### src/hw/rtl/text_console_cell_engine_assert.svh
// ----------------------------------------------------------------------------
// text_console_cell_engine_assert.svh
// Assertion macros used by the console engine back end.
// ----------------------------------------------------------------------------
`ifndef TEXT_CONSOLE_CELL_ENGINE_ASSERT_SVH
`define TEXT_CONSOLE_CELL_ENGINE_ASSERT_SVH

// same-cycle implication
`define TCCE_ASSERT(lbl, ante, cons, msg) \
    lbl: assert property (@(posedge clk) disable iff (!rst_n) (ante) |-> (cons)) \
        else $error(msg);

// next-cycle implication
`define TCCE_ASSERT_NEXT(lbl, ante, cons, msg) \
    lbl: assert property (@(posedge clk) disable iff (!rst_n) (ante) |=> (cons)) \
        else $error(msg);

`endif

### src/hw/rtl/tcce_pkg.sv
`timescale 1ns / 1ps
// ----------------------------------------------------------------------------
// tcce_pkg
// Types, constants and helpers of the text console cell engine.
// ----------------------------------------------------------------------------
package tcce_pkg;

    localparam int COLS   = 80;
    localparam int ROWS   = 30;
    localparam int CELLS  = ROWS * COLS;
    localparam int ADDR_W = $clog2(CELLS);
    localparam int CUR_W  = $clog2(COLS + 1);
    localparam int RW     = $clog2(ROWS);
    localparam int COL_W  = 7;
    localparam int ROW_W  = 5;
    localparam int CH_W   = 8;
    localparam int CLR_W  = 4;
    localparam int CELL_W = 16;

    localparam logic [CH_W-1:0]   CH_SPACE   = 8'h20;
    localparam logic [CH_W-1:0]   CH_NL      = 8'h0A;
    localparam logic [CH_W-1:0]   CH_CURSOR  = 8'h5F;
    localparam logic [CLR_W-1:0]  WHITE      = 4'hF;
    localparam logic [CLR_W-1:0]  BLACK      = 4'h0;
    localparam logic [CELL_W-1:0] BLANK_CELL = 16'h20F0;
    localparam logic [7:0]        BLINK_RST  = 8'd20;

    localparam logic CFG_IDX_MUTE  = 1'b0;
    localparam logic CFG_IDX_BLINK = 1'b1;

    typedef enum logic [2:0] {
        CMD_PUT     = 3'd0,
        CMD_BS      = 3'd1,
        CMD_TICK    = 3'd2,
        CMD_CLR_CUR = 3'd3,
        CMD_CLR_SCR = 3'd4,
        CMD_SET_BG  = 3'd5,
        CMD_READ    = 3'd6
    } cmd_t;

    typedef enum logic [3:0] {
        OP_NOP,
        OP_PUT,
        OP_NEWLINE,
        OP_BS,
        OP_TICK,
        OP_CLR_CUR,
        OP_CLR_SCR,
        OP_SET_BG,
        OP_READ
    } op_t;

    typedef enum logic [1:0] {
        KIND_DRAW   = 2'd0,
        KIND_REDRAW = 2'd1,
        KIND_READ   = 2'd2
    } kind_t;

    typedef enum logic [2:0] {
        S_IDLE,
        S_FILL,
        S_COPY,
        S_COPY_FLUSH,
        S_RECOLOR,
        S_RECOLOR_FLUSH,
        S_WRITE,
        S_READ
    } st_t;

    typedef struct packed {
        op_t              op;
        logic [CH_W-1:0]  ch;
        logic [CLR_W-1:0] fg;
        logic [CLR_W-1:0] bg;
        logic [COL_W-1:0] rc;
        logic [ROW_W-1:0] rr;
    } item_t;

    typedef struct packed {
        logic  valid;
        item_t item;
    } fq_t;

    typedef struct packed {
        logic pop;
        logic init_done;
    } bk_ctl_t;

    typedef struct packed {
        kind_t            kind;
        logic [COL_W-1:0] col;
        logic [ROW_W-1:0] row;
        logic [CH_W-1:0]  glyph;
        logic [CLR_W-1:0] fg;
        logic [CLR_W-1:0] bg;
        logic             last;
    } res_t;

    typedef struct packed {
        logic       blink_mute;
        logic [7:0] blink_period;
    } cfg_t;

    function automatic logic [ADDR_W-1:0] cell_addr(input logic [RW-1:0] r,
                                                    input logic [CUR_W-1:0] c);
        cell_addr = ADDR_W'(32'(r) * COLS + 32'(c));
    endfunction

    function automatic res_t mk_res(input kind_t k, input logic [COL_W-1:0] c,
                                    input logic [ROW_W-1:0] r, input logic [CH_W-1:0] g,
                                    input logic [CLR_W-1:0] f, input logic [CLR_W-1:0] b);
        mk_res = '{kind: k, col: c, row: r, glyph: g, fg: f, bg: b, last: 1'b0};
    endfunction

endpackage

### src/hw/rtl/tcce_chan_if.sv
`timescale 1ns / 1ps
// ----------------------------------------------------------------------------
// tcce_chan_if
// Command and result channels with valid/ready transfer.
// ----------------------------------------------------------------------------
interface tcce_cmd_if;
    logic                        valid;
    logic                        ready;
    logic [2:0]                  cmd;
    logic [tcce_pkg::CH_W-1:0]   char_code;
    logic [tcce_pkg::CLR_W-1:0]  fg_in;
    logic [tcce_pkg::CLR_W-1:0]  bg_in;
    logic [tcce_pkg::COL_W-1:0]  read_col;
    logic [tcce_pkg::ROW_W-1:0]  read_row;

    modport source (output valid, cmd, char_code, fg_in, bg_in, read_col, read_row,
                    input ready);
    modport sink (input valid, cmd, char_code, fg_in, bg_in, read_col, read_row,
                  output ready);
endinterface


### src/hw/rtl/tcce_front.sv
`timescale 1ns / 1ps
// ----------------------------------------------------------------------------
// tcce_front
// Accepts commands, classifies them and queues them for the back end.
// ----------------------------------------------------------------------------
module tcce_front (
    input  logic              clk,
    input  logic              rst_n,
    tcce_cmd_if.sink          cmd_ch,
    input  tcce_pkg::bk_ctl_t bk,
    output tcce_pkg::fq_t     fq
);
    import tcce_pkg::*;

    item_t      slot_reg [2];
    item_t      slot_next [2];
    logic       wr_ptr_reg, wr_ptr_next;
    logic       rd_ptr_reg, rd_ptr_next;
    logic [1:0] cnt_reg, cnt_next;
    item_t      cls;
    logic       push;

    // classify
    always_comb
    begin
        cls    = '{op: OP_NOP, ch: cmd_ch.char_code, fg: cmd_ch.fg_in, bg: cmd_ch.bg_in,
                   rc: cmd_ch.read_col, rr: cmd_ch.read_row};
        case (cmd_t'(cmd_ch.cmd))
            CMD_PUT:     cls.op = (cmd_ch.char_code == CH_NL) ? OP_NEWLINE : OP_PUT;
            CMD_BS:      cls.op = OP_BS;
            CMD_TICK:    cls.op = OP_TICK;
            CMD_CLR_CUR: cls.op = OP_CLR_CUR;
            CMD_CLR_SCR: cls.op = OP_CLR_SCR;
            CMD_SET_BG:  cls.op = OP_SET_BG;
            CMD_READ:    cls.op = OP_READ;
            default:     cls.op = OP_NOP;
        endcase
    end

    assign cmd_ch.ready = (cnt_reg != 2'd2) && bk.init_done;
    assign push         = cmd_ch.valid && cmd_ch.ready;
    assign fq.valid     = (cnt_reg != 2'd0);
    assign fq.item      = slot_reg[rd_ptr_reg];

    always_comb
    begin
        slot_next   = slot_reg;
        wr_ptr_next = wr_ptr_reg;
        rd_ptr_next = rd_ptr_reg;
        cnt_next    = cnt_reg;
        if (push)
        begin
            slot_next[wr_ptr_reg] = cls;
            wr_ptr_next           = ~wr_ptr_reg;
        end
        if (bk.pop)
            rd_ptr_next = ~rd_ptr_reg;
        cnt_next = cnt_reg + {1'b0, push} - {1'b0, bk.pop};
    end

    always_ff @(posedge clk)
    begin
        slot_reg <= slot_next;
    end

    always_ff @(posedge clk or negedge rst_n)
    begin
        if (!rst_n)
        begin
            wr_ptr_reg <= 1'b0;
            rd_ptr_reg <= 1'b0;
            cnt_reg    <= 2'd0;
        end
        else
        begin
            wr_ptr_reg <= wr_ptr_next;
            rd_ptr_reg <= rd_ptr_next;
            cnt_reg    <= cnt_next;
        end
    end

endmodule

### src/flat_wrapper.sv
// flat-port wrapper written by rule: the top's interface ports become plain ports
module tcce_front_flat import tcce_pkg::*;
  (clk, rst_n, bk, fq, cmd_ch_valid, cmd_ch_cmd, cmd_ch_char_code, cmd_ch_fg_in, cmd_ch_bg_in, cmd_ch_read_col, cmd_ch_read_row, cmd_ch_ready);
  tcce_cmd_if cmd_ch_i ();
  input  logic clk;
  input  logic rst_n;
  input  tcce_pkg::bk_ctl_t bk;
  output tcce_pkg::fq_t fq;
  input wire logic [$bits(cmd_ch_i.valid)-1:0] cmd_ch_valid;
  input wire logic [$bits(cmd_ch_i.cmd)-1:0] cmd_ch_cmd;
  input wire logic [$bits(cmd_ch_i.char_code)-1:0] cmd_ch_char_code;
  input wire logic [$bits(cmd_ch_i.fg_in)-1:0] cmd_ch_fg_in;
  input wire logic [$bits(cmd_ch_i.bg_in)-1:0] cmd_ch_bg_in;
  input wire logic [$bits(cmd_ch_i.read_col)-1:0] cmd_ch_read_col;
  input wire logic [$bits(cmd_ch_i.read_row)-1:0] cmd_ch_read_row;
  output wire logic [$bits(cmd_ch_i.ready)-1:0] cmd_ch_ready;
  assign cmd_ch_i.valid = cmd_ch_valid;
  assign cmd_ch_i.cmd = cmd_ch_cmd;
  assign cmd_ch_i.char_code = cmd_ch_char_code;
  assign cmd_ch_i.fg_in = cmd_ch_fg_in;
  assign cmd_ch_i.bg_in = cmd_ch_bg_in;
  assign cmd_ch_i.read_col = cmd_ch_read_col;
  assign cmd_ch_i.read_row = cmd_ch_read_row;
  assign cmd_ch_ready = cmd_ch_i.ready;
  tcce_front u_core (.clk(clk), .rst_n(rst_n), .cmd_ch(cmd_ch_i), .bk(bk), .fq(fq));
endmodule
### config.mk
export PLATFORM = sky130hd
export DESIGN_NAME = tcce_front_flat
export DESIGN_NICKNAME = d
export VERILOG_FILES = /design/src/hw/rtl/text_console_cell_engine_assert.svh /design/src/hw/rtl/tcce_pkg.sv /design/src/hw/rtl/tcce_chan_if.sv /design/src/hw/rtl/tcce_front.sv /design/src/flat_wrapper.sv
export SDC_FILE = /design/constraint.sdc
export NUM_CORES = 1
export LEC_CHECK = 0
export BUFFER_PORTS_ARGS = -buffer_cell sky130_fd_sc_hd__buf_2
export CAP_MARGIN = 20
export CORE_UTILIZATION = 51
export DETAILED_ROUTE_END_ITERATION = 6
export MAX_ROUTING_LAYER = met4
export PLACE_DENSITY = 0.87
export SLEW_MARGIN = 20
export SYNTH_ARGS = -nofsm -noshare
export SYNTH_HDL_FRONTEND = slang
export SYNTH_SLANG_ARGS = --single-unit
### constraint.sdc
create_clock -name clk -period 3.2 [get_ports clk]
set_clock_uncertainty 0.15 [all_clocks]
set_input_delay 0.32 -clock clk [delete_from_list [all_inputs] [get_ports clk]]
set_output_delay 0.32 -clock clk [all_outputs]
set_load 0.03 [all_outputs]
==> results.md <==
- Run status: complete, no violations
- FF-to-FF Start: u_core.cnt_reg[1]$_DFF_PN0_
- GR met2 Demand/Resource: 27.7%
- Clk slew on worst S/H paths: 0.07 ns
- Warnings from Yosys: 0
- Post-Layout Cell Count: approximately 280
- Critical path peak fanout: 32
- Core outline area: just under 0.005 mm2
- Worst R2R Setup Slack: between 1 and 1.5 ns
- Yosys reg bits: between 60 and 70
- WHS Path Cells: 1
- Buf/Inv on CP: 1
- Count of cell types in the netlist: 24
- # setup viols final: 0
- RSZ-0062 raised after global routing: no
- Met1 Track Usage GR: between 15 and 20%
- Share of layout cells above drive strength 1: ~43%
- Die Y: 73.6 um
- Hold EP: u_core.slot_reg[0]$_DFFE_PP_
- Hold Crit Class: in2reg
- EDFF count, synth: 64
- Period utilization: 61.8%
- Tmin final: ~2.0 ns
- First-pass GRT wire length: between 6000 and 7000 um
- Nets: around 250
- Relative slew slack: between 30% and 40%
- RR Endpoint: u_core.slot_reg[34]$_DFFE_PP_
- Most common cell in the netlist: edfxtp_1
- Post-CTS setup buffers: 0
- F_max: roughly 0.51 GHz
- DRC Markers: 0
- P per Cell Area: between 800 and 900 mW/mm2
- CP max-delay cell: nor2_4
- Detailed placement HPWL: ~2900 um
- Port bufs: 69
- CTS Buf Count: 9
- Mapped cell area: about 0.0026 mm2
- H-tree depth: 3
- Cell Rows: 25
- Number of global-route vias before repair: between 1,000 and 1,500
- Main synth FF type: edfxtp_1
- Largest net degree at the start of global routing: 33
- M3 GR Usage: between 6 and 7%
- Die Area: between 0.005 and 0.006 mm2
- Ports: 70
- Clock Latency Late Sink: 0.32 ns
- Avg Cell Area, Syn: approximately 20 um2
- CP startpoint kind: register
- Synth-to-Final Area Change: 24.3%
- Crit path largest cell delay: 0.75 ns
- CTS max path bufs: 2
- CTS tree: done
- Vias: ~1,400
- Slew Limit Fails: 0
- 1st-iter DRT viols: 62
- P_int: about 0.0018 W
- Critical path data arrival time: between 1.5 and 2 ns
- Placed cell areas: around 0.0030 mm2
- Top-area cell type share of the netlist area: 73.6%
- Final Hold Fails: 0
- Commonest cells post-synth: edfxtp_1, mux2_1, dfrtp_1, inv_1
- Synth async-reset ratio: between 5 and 6%
- Combinational Power Share: 33.2%
- Via-to-Cell Ratio: ~5
- GRT overflow: 0
- P_sw: just over 0.0009 W
- Seq/Total Area, Yosys: ~77%
- Initial antenna violation count: 0
- Placed Cells: between 200 and 300
- Sw frac: between 30% and 40%
- Fin area: between 0.003 and 0.004 mm2
- Worst hold slack: 0.0292 ns
- Worst EP required: ~3.0 ns
- Post-synth top area cell: edfxtp_1
- Max FFs per register: 64
- Busiest grt layer: met2
- Crit-path leading delay family: simple AND/OR/NAND/NOR gates
- Leak pwr: roughly 1.3 nW
- Max-Cap Viols: 0
- Worst reg2reg path depth: 3
- Inserted Diodes: 0
- Die width: about 74 um
- Final setup TNS: 0 ns
- Total Routed Length: roughly 4300 um
- Root Driver: clkbuf_8
- Gr usage total: 17.4%
- Syn Inst Count: 132
- Post-route ant nets: 0
- Initial Util: between 50% and 60%
- Part of the power in registers: about 43%
- Clk pwr share: between 20% and 30%
- Sink Count: 68
- Post-Syn Nets: 171
- Slew @ Worst Pin: a little over 0.9 ns
- HP Start: cmd_ch_read_row[0]
- GPL Wtd Cong: roughly 0.64
- WL/cell: between 10 and 15 um
- Drt pass-1 iters: 4
- Core Util, Final: between 60% and 70%
- CP Capture Type: register
- Worst IR Drop VDD: approximately 500 uV
- Synth area leaders: edfxtp_1, mux2_1, dfrtp_1
- CP Cell Sequence: inv_2 -> o211ai_1 -> nor2_4
- Worst setup path category: reg2reg
-- cell families (layout without fill, tap and decap cells) --
| kind of cell | count (synthesis) | in the layout | synth area share [%] |
|---|---|---|---|
| AOI/OAI and AO/OA | 7 | 7 | 2.01 |
| xor gates and xnor gates | 4 | 4 | 1.34 |
| DFF | 68 | 68 | 77.4 |
| buffers and inverters | 11 | 96 | 2.01 |
| adders and majority gates | 3 | 3 | 1.44 |
| and+or+nand+nor | 7 | 7 | 2.01 |
| muxes | 32 | 32 | 13.8 |
-- cell usage in the layout (no fill, tap or decap), types with 2 or more instances in the layout --
cell and n:
mux2_1 32, dfrtp_1 4, inv_2 3, clkbuf_1 2, clkbuf_8 13, buf_2 69, ha_1 3, edfxtp_1 64
buf_4 3, inv_1 4, xnor2_1 3
-- routing by layer --
layer  wire, um  vias to the layer above
met5          0                        -
met4          0                        0
met3        365                        0
met2       2150                       61
met1       1740                      678
li1           -                      665
-- power by group through the flow --
stage | registers, W | clock network (W) | logic, W
3_5_place_dp | 0.00118 | 0 | 0.000904
2_1_floorplan | 0.00117 | 0 | 0.000672
5_1_grt | 0.00117 | 0.000696 | 0.000962
6_report | 0.00116 | 0.000648 | 0.000898
4_1_cts | 0.00116 | 0.000669 | 0.000912
3_3_place_gp | 0.00117 | 0 | 0.000897
-- worst max path at each step --
stage                                      startpoint                             to  slack (ns)  cells past startpoint
after detailed placement  u_core.cnt_reg[1]$_DFF_PN0_  u_core.slot_reg[35]$_DFFE_PP_        1.20                      3
after floorplan           u_core.cnt_reg[1]$_DFF_PN0_  u_core.slot_reg[32]$_DFFE_PP_        0.64                      3
after global placement    u_core.cnt_reg[1]$_DFF_PN0_  u_core.slot_reg[38]$_DFFE_PP_        1.24                      3
final                     u_core.cnt_reg[1]$_DFF_PN0_  u_core.slot_reg[34]$_DFFE_PP_        1.22                      3
after global routing      u_core.cnt_reg[1]$_DFF_PN0_  u_core.slot_reg[33]$_DFFE_PP_        1.10                      3
after CTS                 u_core.cnt_reg[1]$_DFF_PN0_  u_core.slot_reg[35]$_DFFE_PP_        1.18                      3
-- through the flow --
| step | setup slack, ns | power (W) |
|---|---|---|
| floorplan | 0.636 | 0.00184 |
| global placement | 1.24 | 0.00207 |
| detailed placement | 1.20 | 0.00208 |
| CTS | 1.18 | 0.00274 |
| global route | 1.10 | 0.00283 |
| finish | 1.22 | 0.00271 |
-- timing repair --
item | 4_1_cts | 5_1_grt
gates resized for setup | 0 | 0
endpoints found under the hold margin | 4 | 0
hold buffers | 1 | 0
-- layout make-up --
class,count,area (um2)
clock buffer,15,186
clock inverter,1,5.00
timing repair buffer,73,378
sequential,68,2020
tap,67,83.8
fill,365,1570
inverter,7,26.3
multi-input combinational,53,546
Note: power is estimated with default switching activity, not from simulation.
